$ cat config.mk
export PLATFORM = sky130hd
export DESIGN_NAME = accumulator_cpu_step
export DESIGN_NICKNAME = d
export VERILOG_FILES = /design/src/rtl/core/acs_pkg.sv /design/src/rtl/core/acs_regfile.sv /design/src/rtl/core/acs_exec.sv /design/src/rtl/core/accumulator_cpu_step.sv
export SDC_FILE = /design/constraint.sdc
export NUM_CORES = 1
export LEC_CHECK = 0
export BUFFER_PORTS_ARGS = -buffer_cell sky130_fd_sc_hd__buf_2
export CORE_MARGIN = 2
export CORE_UTILIZATION = 40
export DETAILED_ROUTE_END_ITERATION = 6
export HOLD_SLACK_MARGIN = 0.05
export PLACE_DENSITY = 0.58
export SLEW_MARGIN = 20
export SYNTH_ARGS = -nofsm -noshare
export SYNTH_HDL_FRONTEND = slang
export SYNTH_SLANG_ARGS = --single-unit
$ cat constraint.sdc
create_clock -name clk -period 3.2 [get_ports clk]
set_input_delay 0.64 -clock clk [delete_from_list [all_inputs] [get_ports clk]]
set_output_delay 0.64 -clock clk [all_outputs]
set_load 0.02 [all_outputs]
$ cat src/rtl/core/acs_pkg.sv
`default_nettype none
// ----------------------------------------------------------------------------
// acs_pkg
// Shared types and constants of the 4-bit accumulator machine step.
// ----------------------------------------------------------------------------
package acs_pkg;

  // Register file geometry
  localparam int NUM_REGS  = 8;
  localparam int REG_IDX_W = 3;
  localparam int DATA_W    = 4;
  localparam int PC_W      = 8;
  localparam int INSTR_W   = 8;

  // Upper-nibble opcodes (bit 7 clear)
  localparam logic [3:0] OP_ILLEGAL = 4'h3;
  localparam logic [3:0] OP_MOVE    = 4'h7;

  // ALU select, taken from instruction bits 5..4
  localparam logic [1:0] ALU_ADD  = 2'd0;
  localparam logic [1:0] ALU_NAND = 2'd1;

  // Register file write request
  typedef struct packed {
    logic                 en;
    logic [REG_IDX_W-1:0] idx;
    logic [DATA_W-1:0]    data;
  } rf_wr_t;

  // Outcome of executing one instruction word
  typedef struct packed {
    logic [PC_W-1:0]   pc;
    logic [DATA_W-1:0] acc;
    logic [DATA_W-1:0] port;
    logic              taken;
    logic              illegal;
  } exec_res_t;

endpackage : acs_pkg
`default_nettype wire

$ cat src/rtl/core/acs_regfile.sv
`default_nettype none
// ----------------------------------------------------------------------------
// acs_regfile
// Eight 4-bit registers: one read port, one write port, register zero tapped.
// ----------------------------------------------------------------------------
module acs_regfile (
  input  wire logic                          clk,
  input  wire logic                          rst_n,
  input  wire logic [acs_pkg::REG_IDX_W-1:0] rd_idx,
  output logic [acs_pkg::DATA_W-1:0]         rd_data,
  output logic [acs_pkg::DATA_W-1:0]         r0_data,
  input  wire acs_pkg::rf_wr_t               wr
);

  logic [acs_pkg::DATA_W-1:0] regs_r [acs_pkg::NUM_REGS];

  // Read: indices past the populated registers give zero
  always_comb begin
    if (int'(rd_idx) < acs_pkg::NUM_REGS) begin
      rd_data = regs_r[rd_idx];
    end else begin
      rd_data = '0;
    end
  end

  assign r0_data = regs_r[0];

  // Write: drop writes past the populated registers
  always_ff @(posedge clk) begin
    if (!rst_n) begin
      for (int i = 0; i < acs_pkg::NUM_REGS; i++) begin
        regs_r[i] <= '0;
      end
    end else if (wr.en && (int'(wr.idx) < acs_pkg::NUM_REGS)) begin
      regs_r[wr.idx] <= wr.data;
    end
  end

endmodule : acs_regfile
`default_nettype wire

$ cat src/rtl/core/acs_exec.sv
`default_nettype none
// ----------------------------------------------------------------------------
// acs_exec
// Decode and 4-bit ALU: next PC, accumulator, register write and flags.
// ----------------------------------------------------------------------------
module acs_exec (
  input  wire logic [acs_pkg::INSTR_W-1:0] instr,
  input  wire logic [acs_pkg::PC_W-1:0]    pc,
  input  wire logic [acs_pkg::DATA_W-1:0]  acc,
  input  wire logic [acs_pkg::DATA_W-1:0]  rd_data,
  input  wire logic [acs_pkg::DATA_W-1:0]  r0_data,
  output acs_pkg::rf_wr_t                  wr,
  output acs_pkg::exec_res_t               res
);

  logic [3:0]                 nib;
  logic [acs_pkg::DATA_W-1:0] opnd;

  assign nib = instr[7:4];

  always_comb begin
    res         = '0;
    res.pc      = pc + acs_pkg::PC_W'(1);
    res.acc     = acc;
    wr.en       = 1'b0;
    wr.idx      = instr[acs_pkg::REG_IDX_W-1:0];
    wr.data     = acc;
    opnd        = instr[6] ? instr[3:0] : rd_data;

    priority if (instr[7]) begin
      // Branch on accumulator bit 3
      if (acc[3]) begin
        res.pc    = {1'b0, instr[6:0]};
        res.taken = 1'b1;
      end
    end else if (nib == acs_pkg::OP_ILLEGAL) begin
      res.illegal = 1'b1;
    end else if (nib == acs_pkg::OP_MOVE) begin
      // Store when bit 3 set, otherwise load
      if (instr[3]) begin
        wr.en = 1'b1;
      end else begin
        res.acc = rd_data;
      end
    end else begin
      case (instr[5:4])
        acs_pkg::ALU_ADD:  res.acc = acc + opnd;
        acs_pkg::ALU_NAND: res.acc = ~(acc & opnd);
        default:           res.acc = acc ^ opnd;
      endcase
    end

    // Register zero as seen after this instruction
    res.port = (wr.en && (wr.idx == '0)) ? acc : r0_data;
  end

endmodule : acs_exec
`default_nettype wire

$ cat src/rtl/core/accumulator_cpu_step.sv
`default_nettype none
// ----------------------------------------------------------------------------
// accumulator_cpu_step
// One-instruction-per-word step of a 4-bit accumulator machine.
// ----------------------------------------------------------------------------
// Each input word is one instruction byte. It is captured in an input
// register, executed in a single pass of decode and 4-bit ALU against the
// program counter, accumulator and eight registers, and the outcome lands in
// a result register. A new word is taken every clock cycle unless the result
// register is stalled. The machine state is updated as a word leaves the
// input register, so the following word always sees the effect of the one
// before it. in_ready stays high while the input register is empty or
// moving on; a stalled result holds both stages.
// ----------------------------------------------------------------------------
module accumulator_cpu_step (
  input  wire logic                         clk,
  input  wire logic                         rst_n,
  input  wire logic                         in_valid,
  output logic                              in_ready,
  input  wire logic [acs_pkg::INSTR_W-1:0]  in_instruction,
  output logic                              out_valid,
  input  wire logic                         out_ready,
  output logic [acs_pkg::PC_W-1:0]          out_next_pc,
  output logic [acs_pkg::DATA_W-1:0]        out_accumulator_value,
  output logic [acs_pkg::DATA_W-1:0]        out_output_port,
  output logic                              out_branch_taken,
  output logic                              out_illegal_opcode
);

  logic                         s1_valid_r;
  logic [acs_pkg::INSTR_W-1:0]  s1_instr_r;
  logic                         out_valid_r;
  acs_pkg::exec_res_t           out_res_r;
  logic [acs_pkg::PC_W-1:0]     pc_r;
  logic [acs_pkg::DATA_W-1:0]   acc_r;

  logic                         advance;
  logic [acs_pkg::DATA_W-1:0]   rd_data;
  logic [acs_pkg::DATA_W-1:0]   r0_data;
  acs_pkg::rf_wr_t              ex_wr;
  acs_pkg::rf_wr_t              rf_wr;
  acs_pkg::exec_res_t           ex_res;

  // Handshake: advance when the result slot is free or being emptied
  assign advance  = s1_valid_r && (!out_valid_r || out_ready);
  assign in_ready = !s1_valid_r || advance;

  acs_regfile u_regfile (
    .clk     (clk),
    .rst_n   (rst_n),
    .rd_idx  (s1_instr_r[acs_pkg::REG_IDX_W-1:0]),
    .rd_data (rd_data),
    .r0_data (r0_data),
    .wr      (rf_wr)
  );

  acs_exec u_exec (
    .instr   (s1_instr_r),
    .pc      (pc_r),
    .acc     (acc_r),
    .rd_data (rd_data),
    .r0_data (r0_data),
    .wr      (ex_wr),
    .res     (ex_res)
  );

  // Only commit the register write when the word moves on
  always_comb begin
    rf_wr    = ex_wr;
    rf_wr.en = ex_wr.en && advance;
  end

  // Input register
  always_ff @(posedge clk) begin
    if (!rst_n) begin
      s1_valid_r <= 1'b0;
    end else if (in_ready) begin
      s1_valid_r <= in_valid;
    end
  end

  always_ff @(posedge clk) begin
    if (in_valid && in_ready) begin
      s1_instr_r <= in_instruction;
    end
  end

  // Machine state
  always_ff @(posedge clk) begin
    if (!rst_n) begin
      pc_r  <= '0;
      acc_r <= '0;
    end else if (advance) begin
      pc_r  <= ex_res.pc;
      acc_r <= ex_res.acc;
    end
  end

  // Result register
  always_ff @(posedge clk) begin
    if (!rst_n) begin
      out_valid_r <= 1'b0;
    end else if (advance) begin
      out_valid_r <= 1'b1;
    end else if (out_ready) begin
      out_valid_r <= 1'b0;
    end
  end

  always_ff @(posedge clk) begin
    if (advance) begin
      out_res_r <= ex_res;
    end
  end

  assign out_valid             = out_valid_r;
  assign out_next_pc           = out_res_r.pc;
  assign out_accumulator_value = out_res_r.acc;
  assign out_output_port       = out_res_r.port;
  assign out_branch_taken      = out_res_r.taken;
  assign out_illegal_opcode    = out_res_r.illegal;

endmodule : accumulator_cpu_step
`default_nettype wire

Word-level counts from Yosys, hierarchy flattened
Memories as Yosys holds them, arrays and structs flattened. A register that Yosys moved wholly into a read port is not among the register bits.
Index checks and enable logic that the tools add are counted.

operators by class
  reductions and logical operators = 12
  mux-type cells = 25
  $add $sub $neg = 2
  bitwise operators = 3
  eq/ne operators = 3

operator list
  operator                                                         count
  4-bit 2-to-1 mux                                                 7
  8-bit 2-to-1 mux                                                 2
  1-bit 2-to-1 mux                                                 13
  8-bit by 1-bit adder with 8-bit output, second input constant    1
  4-bit case mux with 2 select lines                               1
  3-bit 2-to-1 mux                                                 2
  4-bit adder                                                      1
  4-bit bitwise AND                                                1
  4-bit by 2-bit == test with 1-bit output, second input constant  1
  4-bit by 3-bit == test with 1-bit output, second input constant  1
  1-bit logical AND                                                4
  4-bit NOT                                                        1
  4-bit OR reduction                                               1
  4-bit XOR                                                        1
  3-bit zero test                                                  1
  2-bit by 1-bit == test with 1-bit output, second input constant  1
  1-bit zero test                                                  2
  2-bit zero test                                                  1
  1-bit logical OR                                                 2
  2-bit nonzero test                                               1

word-level totals
  bits of input ports = 12
  bits in registers = 40
  memory bits (writable) = 32
  memories = 1
  logic and storage cells = 56
  output and inout bits = 20

memories
  name              words  width  read ports  clocked after memory_dff  write ports  line               RTL
  u_regfile.regs_r  8      4      2           1                         8            acs_regfile.sv:15  logic [acs_pkg::DATA_W-1:0] regs_r [acs_pkg::NUM_REGS];

Longest topological paths before layout
Gate-level depths: netlist of the first run.

  depth in word-level cells = 10
  gate-level depth with buffers = 11

Modules after synthesis
From an unflattened synthesis of the first run, not the netlist that was laid out.

unflattened totals
  cells, all modules = 292
  area total of the unflattened synthesis = 3646.0 µm²

modules (own cells, without submodules)
  module                seq. area each (µm²)  cells an instance  area each (µm²)  instances
  acs_regfile           960.9                 104                1524.0           1
  accumulator_cpu_step  1061.0                89                 1376.3           1
  acs_exec              0.0                   99                 745.7            1

Worst setup path after synthesis of the first run
OpenSTA, ideal clock, no wires.

  path type = register to register
  start point = register (tool-made name)
  end point = register out_res_r (netlist bit out_accumulator_value[2]) (data pin)
  required time = 3.048 ns
  arrival time = 2.629 ns
  stages on the path, launching flop included = 12
  path slack = 0.419 ns
  path buffers = 1
  library setup time = 0.152 ns
  path through = dfxtp_1 -> buf_6 -> mux4_1 -> mux2_2 -> nor2_1 -> a21oi_1 -> ha_1 -> fa_1 -> nor2b_1 -> a221oi_1 -> o32ai_1 -> a31oi_1

RTL lines
  element               line                         RTL
  end signal, assigned  accumulator_cpu_step.sv:112  out_res_r <= ex_res;
  end, declared         accumulator_cpu_step.sv:33   acs_pkg::exec_res_t out_res_r;

==> out/results.txt, run 1 <==
DRT Pass-1 Iters: 4
Synthesized area per cell: 12.1 sq um
Total placed cells including tap cells: 426
Clk pin slew, worst setup/hold paths: 80 ps
Maximum clock insertion buffer count: 2
Setup violations, final: 0
Post-cts resize count: 0
Post-Syn Instances: 299
Number of flops mapped to enable cells by yosys: 58
Layout cells sized above 1: 19.8%
Worst hold path type: in -> reg
Die Span X: 99.2 um
Power Total: 0.00194 W
CTS tree: done
Final nets: 347
Post-route clock skew: 8.48 ps
Grt ovf: 0
MaxCap Viol Count: 0
Synth cell count leaders: edfxtp_1 (58), and2_1 (32), nand2_1 (23), dfxtp_1 (17)
CTS HTree Levels: 3
Initial antenna violation count: 0
Post-layout min period: 2920 ps
Remaining DRCs: 0
Via count: 2416
Site Rows: 34
Period utilization: 91.3%
WP data required: 3400 ps
Post-synthesis cell area: 0.00363 sq mm
Cell variety after synth: 44
Met2 wire len: 3580 um
Starting Density: 41.4%
DR iter-0 viols: 146
Async SR Flop Fraction: 0%
GRT Total Usage: 16.6%
Chip height: 99.2 um
Total die area: 0.00984 sq mm
Routed Antenna Nets: 0
CTS Hold Bufs: 0
CP arrival: 3120 ps
Number of port buffers: 31
Final instance area: 0.00404 sq mm
Uppermost layer routed: met4
Post-synthesis register bit count: 75
Ant diodes: 0
Run status: finished clean
Syn. warnings: 0
Vias in the first global route: 2264
Final setup TNS: 0 ps
IO Pins: 32
Total Wirelength: 7800 um
Startpoint types: flop
Unrepaired setup endpoints after global routing: false
Met3 WL post-DR: 446 um
Drt wl/cell: 17.6 um
Relative slew margins: 53.6%
Register area share after synthesis: 57.4%
Post-synth top area share: 48.0%
CP Capture Type: flop
Via density: 5.47
VDD IR max: 0.234 mV
Leakage Power: 1.53 nW
Slew Viols, Final: 0
DP HPWL: 5480 um
WS Path Type: reg -> reg
Highest clock rate: 342 MHz
Clk root buf: clkbuf_8
Post-Syn Nets: 317
Num CTS Buffers: 9
Clock sink total: 75
# Post-CTS Setup Buffers: 0
Area growth, synth to finish: 11.4%
RD Place Congestion: 0.839
CP Max Fanout: 6
Ys flop type: edfxtp_1
Largest area contributor in the netlist: edfxtp_1
Core region area: 0.00876 sq mm
Worst-margin pin slew: 690 ps
M1 WL: 3670 um
Finished Layout Cells: 442
Hold Fails Final Rpt: 0
Largest net degree at the start of global routing: 27
First-pass GRT wire length: 12400 um
Post-Place Cell Area: 0.00388 sq mm
Pwr dens: 479 mW/mm^2
Synth area leaders: edfxtp_1 (48%), dfxtp_1 (9.4%), mux4_1 (5.8%), and2_1 (5.5%), mux2_2 (4.3%)
Most common cell in the synthesized netlist: edfxtp_1
Worst-Skew Late Latency: 340 ps
[path summary, 6_finish.rpt]
check | start | end | slack [ps] | depth (start not counted)
worst max register to register | flop | out_accumulator_value[2] | 280 | 10
worst min register to register | pc_r[7] | pc_r[7] | 490 | 2
worst max-delay path | flop | out_accumulator_value[2] | 280 | 10
worst min-delay path | in_instruction[7] | s1_instr_r[7] | 480 | 1
[cell families (layout without fill, tap and decap cells)]
| kind of cell | after synthesis | after routing | synth area share [%] |
|---|---|---|---|
| and+or+nand+nor | 119 | 119 | 17.4 |
| DFF | 75 | 75 | 57.4 |
| AOI/OAI and AO/OA | 46 | 46 | 8.56 |
| buffers and inverters | 26 | 61 | 2.93 |
| muxes | 23 | 23 | 10.4 |
| adders and majority gates | 6 | 6 | 2.28 |
| xor gates and xnor gates | 4 | 4 | 0.966 |
[critical path: stages (launching register included)]
cell      delay, ps
dfxtp_2         410
mux4_1          570
mux2_2          290
nor2_1           90
a21oi_1          50
ha_1            240
fa_1            390
nor2b_1         140
a221oi_1        270
o32ai_1         150
a31oi_1         170
[where the power goes]
group	switching, W	total (W)	internal, W
clock network	0.000340	0.000616	0.000276
registers	0.0000458	0.00114	0.00109
logic	0.000103	0.000183	0.0000800
total	0.000489	0.00194	0.00145
[layout by cell type (no fill, tap or decap), types with 3 or more instances in the layout]
cell type,synthesis,routed
inv_1,7,7
a21boi_0,4,4
o21ai_0,10,10
nand2_1,23,23
a21oi_1,9,9
mux4_1,8,8
clkbuf_8,0,9
dfxtp_1,17,16
nor4_1,5,5
nand3_1,11,11
nor2_1,16,16
buf_2,0,31
clkbuf_1,16,3
a31oi_1,7,7
ha_1,5,5
nand2b_1,9,9
clkinv_2,0,3
edfxtp_1,58,58
nor3_1,8,8
nor2b_1,5,5
and2_1,32,32
a211o_1,3,3
mux2_2,14,14
buf_4,0,6
[metrics by stage]
stage	setup WS (ps)	utilization (%)	hold WS [ps]
after detailed placement	218	44.3	478
after CTS	198	46.1	459
after global routing	48.5	46.1	466
after global placement	282	44.3	472
final	279	46.1	476
after floorplan	419	-	461
[state kept, by name, indices dropped and copies added (netlist names), named ones only]
signal and cells:
u_regfile.regs_r 32, out_next_pc 8, pc_r 8, s1_instr_r 8
acc_r 4, out_accumulator_value 4, out_output_port 4, out_branch_taken 1
out_illegal_opcode 1, out_valid 1, s1_valid_r 1
[metal layers]
layer | GRT usage, % | vias up
li1 | - | 1175
met1 | 24.4 | 1161
met2 | 24.7 | 72
met3 | 3.23 | 8
met4 | 6.11 | 0
met5 | 0 | -
[cell type report]
type | count | area, sq um
fillers | 805 | 4720
well taps | 108 | 135
repair buffers | 37 | 200
clock inverters | 4 | 18.8
inverters | 8 | 30.0
multi-input cells | 198 | 1440
clock buffers | 12 | 135
flip-flops and latches | 75 | 2080
No activity file was read; power rests on OpenSTA's default activity.
==> run 2: changes to the inputs <==
HOLD_SLACK_MARGIN = default   (was 0.05)
RECOVER_POWER = 50   (was default)
==> run 2 against run 1 <==
  * Sequential share of layout area increased by 0.50 points
  * First-iteration DRC count increased by 1.4%
  * Critical endpoint unchanged
  * Largest power group unchanged
  * Highest routed layer unchanged
  * Hold slack worse by 1.8 ps
  * Sequential power barely moved
  * Critical path type unchanged
  * Count of clock-buffer cells in the layout unchanged
  * Register-to-register slack barely moved
  * Utilization fell by 0.44 points
  * Routed wire length shrank 0.17%
  * Setup slack improved by 2.3 ps
  * Clock power about the same
  * Maximum frequency hardly changed
  * Flip-flop and latch count unchanged
==> out/results.txt, run 2 (same netlist as run 1, synthesis figures left out) <==
CTS HTree Levels: 3 (unchanged)
Pwr dens: 482 mW/mm^2 (+0.67%)
CP bufs+invs: 0 (unchanged)
CP Max Fanout: 6 (unchanged)
CP max stage delay: 570 ps (about the same)
Via count: 2413 (-0.12%)
Site Rows: 34 (unchanged)
Cell family with most CP delay: multiplexers
Drt wl/cell: 17.6 um (-0.17%)
Hold Startpoint: in_instruction[7]
Largest net degree at the start of global routing: 27 (unchanged)
Uppermost layer routed: met4
Maximum clock insertion buffer count: 2 (unchanged)
CTS Hold Bufs: 0 (unchanged)
Reg2Reg Setup Slack: 280 ps (about the same)
Period utilization: 91.2% (about the same)
Unrepaired setup endpoints after global routing: false
Die Span X: 99.2 um (unchanged)
RD Place Congestion: 0.839 (unchanged)
Post-route clock skew: 8.57 ps (+0.0912 ps)
Highest clock rate: 343 MHz (about the same)
FF-to-FF End: out_accumulator_value[2]
CP arrival: 3120 ps (about the same)
Fill count: 810 (+0.62%)
DRT Pass-1 Iters: 4 (unchanged)
First-pass GRT wire length: 12400 um (unchanged)
DP Worst Slack: 218 ps (unchanged)
Clk root buf: clkbuf_8
CP Capture Type: flop
Commonest non-fill, non-tap cell in the layout: edfxtp_1
Final worst setup slack: 281 ps (+2.32 ps)
Area growth, synth to finish: 10.4%
Worst-Skew Late Latency: 340 ps (about the same)
Starting Density: 41.4% (unchanged)
Clk pin slew, worst setup/hold paths: 80 ps (about the same)
Commonest cells after routing, fill and taps aside: edfxtp_1 (58), and2_1 (29), clkbuf_1 (28)
Final nets: 347 (unchanged)
Setup violations, final: 0 (unchanged)
Routed Antenna Nets: 0 (unchanged)
Worst-margin pin slew: 1240 ps (+546 ps)
GRT Total Usage: 16.6% (unchanged)
WS Path Type: reg -> reg
MaxCap Viol Count: 0 (unchanged)
WP data required: 3400 ps (about the same)
Vias in the first global route: 2264 (unchanged)
Cell depth of the worst setup path: 10 (unchanged)
Slew Viols, Final: 0 (unchanged)
Num CTS Buffers: 9 (unchanged)
Remaining DRCs: 0 (unchanged)
Layout cells sized above 1: 11.7% (-8.1 points)
Hold Fails Final Rpt: 0 (unchanged)
Sequential cell area: 0.00208 sq mm (unchanged)
Total die area: 0.00984 sq mm (unchanged)
Grt ovf: 0 (unchanged)
Total Wirelength: 7780 um (-0.17%)
Met3 WL post-DR: 327 um (-27%)
Final setup TNS: 0 ps (unchanged)
M1 WL: 3780 um (+3.0%)
# Post-CTS Setup Buffers: 0 (unchanged)
VDD IR max: 0.233 mV (-0.54%)
Critical path endpoint: out_accumulator_value[2]
Slowest cell on crit path: mux4_1
Core region area: 0.00876 sq mm (unchanged)
Worst hold path type: in -> reg
Via density: 5.46 (-0.12%)
Footprint of the multi-input gates: 0.00144 sq mm (unchanged)
Most flops, register: u_regfile.regs_r
Post-layout min period: 2920 ps (-2.32 ps)
IO Pins: 32 (unchanged)
Relative slew margins: 17.6% (-36 points)
Number of port buffers: 31 (unchanged)
Power Total: 0.00193 W (-0.30%)
Ant diodes: 0 (unchanged)
Crit-path cells: mux4_1 > mux2_2 > nor2_1 > a21oi_1 > ha_1 > fa_1 > nor2b_1 > a221oi_1 > o32ai_1 > a31oi_1
DR iter-0 viols: 148 (+1.4%)
Startpoint types: flop
Clock sink total: 75 (unchanged)
Post-cts resize count: 0 (unchanged)
Met2 wire len: 3570 um (-0.34%)
Initial antenna violation count: 0 (unchanged)
Chip height: 99.2 um (unchanged)
DP HPWL: 5480 um (unchanged)
Max reg flops: 32 (unchanged)
Run status: finished clean
Register-to-Register Path Depth: 10 (unchanged)
Leakage Power: 1.45 nW (-5.0%)
CTS tree: done
-- run 2: changes by cell type in the layout (fill, tap and decap cells not counted) --
cell      before  now
buf_4          6    3
buf_2         31    9
clkbuf_1       3   28
mux2_1         0    2
and2_0         0    3
and2_1        32   29
mux2_2        14   12
-- run 2: worst min-delay path by stage --
stage                    end  depth (start not counted)
4_1_cts        s1_instr_r[7]                          1
6_report       s1_instr_r[7]                          1
2_1_floorplan        pc_r[1]                          2
5_1_grt        s1_instr_r[7]                          1
3_3_place_gp         pc_r[7]                          2
3_5_place_dp         pc_r[7]                          2
-- run 2: final cells by class --
cell class	count	share of cell area, %
Sequential cell	75	52.1
Multi-Input combinational cell	198	35.9
Timing Repair Buffer	37	4.03
Clock buffer	12	3.38
Tap cell	108	3.38
Inverter	8	0.750
Clock inverter	4	0.469
-- run 2: stage by stage --
step | instances | area, sq um | utilization, % | hold WS (ps)
after floorplan | 299 | 3630 | - | 461
after global placement | 426 | 3880 | 44.3 | 472
after detailed placement | 426 | 3880 | 44.3 | 478
after CTS | 442 | 4040 | 46.1 | 459
after global routing | 442 | 4000 | 45.7 | 466
final | 442 | 4000 | 45.7 | 474
-- run 2: power by group --
group          switching, W  internal [W]  total, W
Sequential        0.0000466       0.00109   0.00114
Clock              0.000338      0.000276  0.000614
Combinational      0.000103     0.0000747  0.000178
Total              0.000488       0.00144   0.00193
-- run 2: layer usage --
layer,track usage [%],vias to the layer above
met1,24.4,1170
li1,-,1177
met4,6.11,0
met5,0,-
met2,24.7,57
met3,3.23,9
==> run 3: changes to the inputs <==
ABC_AREA = 1   (was default)
==> run 3 against run 2 <==
  * Maximum frequency up 7.3%
  * Clock power rose by 15%
  * Final cell count rose by 22%
  * Non-clock buffer count is 3 lower
  * Combinational power is 38% higher
  * Synthesized cell count grew 31%
  * Count of clock-buffer cells in the layout down 3
  * Clock skew hardly changed
  * Via count increased by 12%
  * Routed wire length rose by 1.3%
  * Critical path type unchanged
  * Largest cell class unchanged
==> out/results.txt, run 3 <==
MaxCap Viol Count: 0 (unchanged)
GRT Total Usage: 17.1% (+0.46 points)
Sequential cell area: 0.00208 sq mm (about the same)
Largest area contributor in the netlist: edfxtp_1
Num CTS Buffers: 9 (unchanged)
Ant diodes: 0 (unchanged)
Cell family with most CP delay: simple AND/OR/NAND/NOR gates
Commonest cells after routing, fill and taps aside: nand2_1 (87), nor2_1 (79), edfxtp_1 (58)
Number of port buffers: 31 (unchanged)
Power Total: 0.00209 W (+8.2%)
Hold slack final: 471 ps (-2.38 ps)
Hold-critical path depth: 1 (unchanged)
CTS HTree Levels: 3 (unchanged)
Hold Startpoint: in_instruction[4]
Clock sink total: 75 (unchanged)
Final instance area: 0.00395 sq mm (-1.3%)
Cell variety after synth: 29 (-34%)
Initial antenna violation count: 0 (unchanged)
Worst flop-to-flop path startpoint: s1_instr_r[5]
Via density: 5.02 (-8.1%)
Synth area leaders: edfxtp_1 (49%), dfxtp_1 (9.6%), nand2_1 (9.1%), nor2_1 (8.1%), o21ai_0 (6.2%)
Vias in the first global route: 2608 (+15%)
Layout cells sized above 1: 8.78% (-2.9 points)
Pwr dens: 529 mW/mm^2 (+9.7%)
Drt wl/cell: 14.6 um (-17%)
CTS tree: done
DRT Pass-1 Iters: 4 (unchanged)
Number of flops mapped to enable cells by yosys: 58 (unchanged)
VDD IR max: 0.241 mV (+3.3%)
First-pass GRT wire length: 13000 um (+4.6%)
Post-layout min period: 2720 ps (-200 ps)
DR iter-0 viols: 145 (-2.0%)
RD Place Congestion: 0.876 (+4.4%)
Leakage Power: 1.64 nW (+13%)
WS Path Type: reg -> reg
CP Capture Type: flop
Post-synthesis register bit count: 75 (unchanged)
Fill count: 893 (+10%)
Register area share after synthesis: 58.6% (+1.2 points)
Area growth, synth to finish: 11.2%
Core region area: 0.00868 sq mm (-0.97%)
Via count: 2714 (+12%)
Highest clock rate: 368 MHz (+7.3%)
CP arrival: 2760 ps (-360 ps)
FF-to-FF End: u_regfile.regs_r[2][2]
Max reg flops: 32 (unchanged)
DP Worst Slack: 579 ps (+361 ps)
Hold EP: s1_instr_r[4]
Remaining DRCs: 0 (unchanged)
Total die area: 0.00965 sq mm (-2.0%)
Die Span X: 98.2 um (-1.0%)
Final setup TNS: 0 ps (unchanged)
Ys flop type: edfxtp_1
Largest net degree at the start of global routing: 32 (+19%)
Post-Syn Instances: 392 (+31%)
Post-cts resize count: 0 (unchanged)
Most common cell in the synthesized netlist: nand2_1
# Post-CTS Setup Buffers: 0 (unchanged)
CTS Hold Bufs: 0 (unchanged)
Worst-margin pin slew: 1410 ps (+173 ps)
Slowest cell on crit path: edfxtp_1
Clk pin slew, worst setup/hold paths: 80 ps (about the same)
Post-route clock skew: 8.61 ps (+0.0371 ps)
Run status: finished clean
Most flops, register: u_regfile.regs_r
Startpoint types: flop
DP HPWL: 5730 um (+4.4%)
CP Max Fanout: 7 (+1)
Clk root buf: clkbuf_8
Final worst setup slack: 481 ps (+200 ps)
Synthesized area per cell: 9.06 sq um (-25%)
Slew Viols, Final: 0 (unchanged)
Post-synthesis cell area: 0.00355 sq mm (-2.1%)
Chip height: 98.2 um (-1.0%)
Commonest non-fill, non-tap cell in the layout: nand2_1
Hold Fails Final Rpt: 0 (unchanged)
CP max stage delay: 430 ps (-140 ps)
Starting Density: 40.9% (-0.46 points)
Worst hold path type: in -> reg
Period utilization: 85.0% (-6.2 points)
Maximum clock insertion buffer count: 2 (unchanged)
Crit-path cells: inv_1 > nor2_1 > nand2_1 > nor2_1 > clkinv_1 > nor3_1 > inv_2 > nor2_4 > nand2_2 > nand2_1
Post-Syn Nets: 410 (+29%)
Setup violations, final: 0 (unchanged)
Routed Antenna Nets: 0 (unchanged)
Footprint of the multi-input gates: 0.00125 sq mm (-13%)
Post-synth top area share: 49.0% (+1.0 points)
Final nets: 446 (+29%)
Site Rows: 34 (unchanged)
Total Wirelength: 7880 um (+1.3%)
Post-Place Cell Area: 0.00382 sq mm (-1.5%)
Unrepaired setup endpoints after global routing: false
CP bufs+invs: 3 (+3)
IO Pins: 32 (unchanged)
Register-to-Register Path Depth: 10 (unchanged)
Grt ovf: 0 (unchanged)
WP data required: 3240 ps (-160 ps)
Relative slew margins: 6.13% (-12 points)
Async SR Flop Fraction: 0% (unchanged)
Reg2Reg Setup Slack: 480 ps (+200 ps)
Syn. warnings: 0 (unchanged)
Synth cell count leaders: nand2_1 (86), nor2_1 (77), edfxtp_1 (58), o21ai_0 (44), inv_1 (33)
Worst-Skew Late Latency: 340 ps (about the same)
run 3: cell types whose count changed in the layout (fill, tap and decap cells not counted), sizes merged, moves of 8 or more:
cell	previous run	this run
mux2	14	0
inv	7	37
and2	32	0
o21ai	10	44
mux4	8	0
nor2	16	81
nand2	23	93
nand2b	9	0
run 3: kinds of logic after synthesis:
family,after synthesis,share of synthesized area (%)
buffers and inverters,48,5.22
flip-flops,75,58.6
AND/OR/NAND/NOR,197,23.9
XOR/XNOR,2,0.493
adder cells (fa/ha/maj),6,2.33
AO/OA/AOI/OAI,64,9.41
run 3: worst max-delay path by stage:
stage / depth (start not counted) / to / slack (ps) / start
final: 10 / u_regfile.regs_r[2][2] / 480 / s1_instr_r[5]
after global routing: 10 / u_regfile.regs_r[2][1] / 220 / s1_instr_r[5]
after CTS: 17 / out_accumulator_value[2] / 570 / flop
after detailed placement: 17 / out_accumulator_value[2] / 580 / flop
after global placement: 18 / out_accumulator_value[2] / 610 / flop
after floorplan: 18 / out_accumulator_value[2] / 590 / flop
run 3: layer usage:
layer	GRT usage, %	routed length [um]	up-vias
met2	25.6	3560	86
met3	2.72	408	9
met1	25.3	3820	1253
met4	6.22	92	0
li1	-	-	1366
met5	0	0	-
run 3: cell type report:
type	count	area share, %
clock inverters	7	1.68
well taps	108	3.42
repair buffers	34	3.68
clock buffers	9	3.14
multi-input cells	269	31.7
flip-flops and latches	75	52.7
inverters	39	3.71
run 3: worst reg2reg max path: stages (launching register included):
cell,delay [ps]
edfxtp_1,430
inv_1,120
nor2_1,100
nand2_1,180
nor2_1,390
clkinv_1,190
nor3_1,400
inv_2,160
nor2_4,160
nand2_2,120
nand2_1,170
run 3: per-stage QoR:
step	cells	util [%]
floorplan	392	-
global placement	525	44.1
detailed placement	525	44.1
CTS	541	46.3
global route	541	45.5
finish	541	45.5
run 3: where the power goes:
part / switching [W] / internal (W) / leakage [nW]
Combinational: 0.000170 / 0.0000748 / 0.818
Clock: 0.000350 / 0.000358 / 0.104
Sequential: 0.0000342 / 0.00110 / 0.720
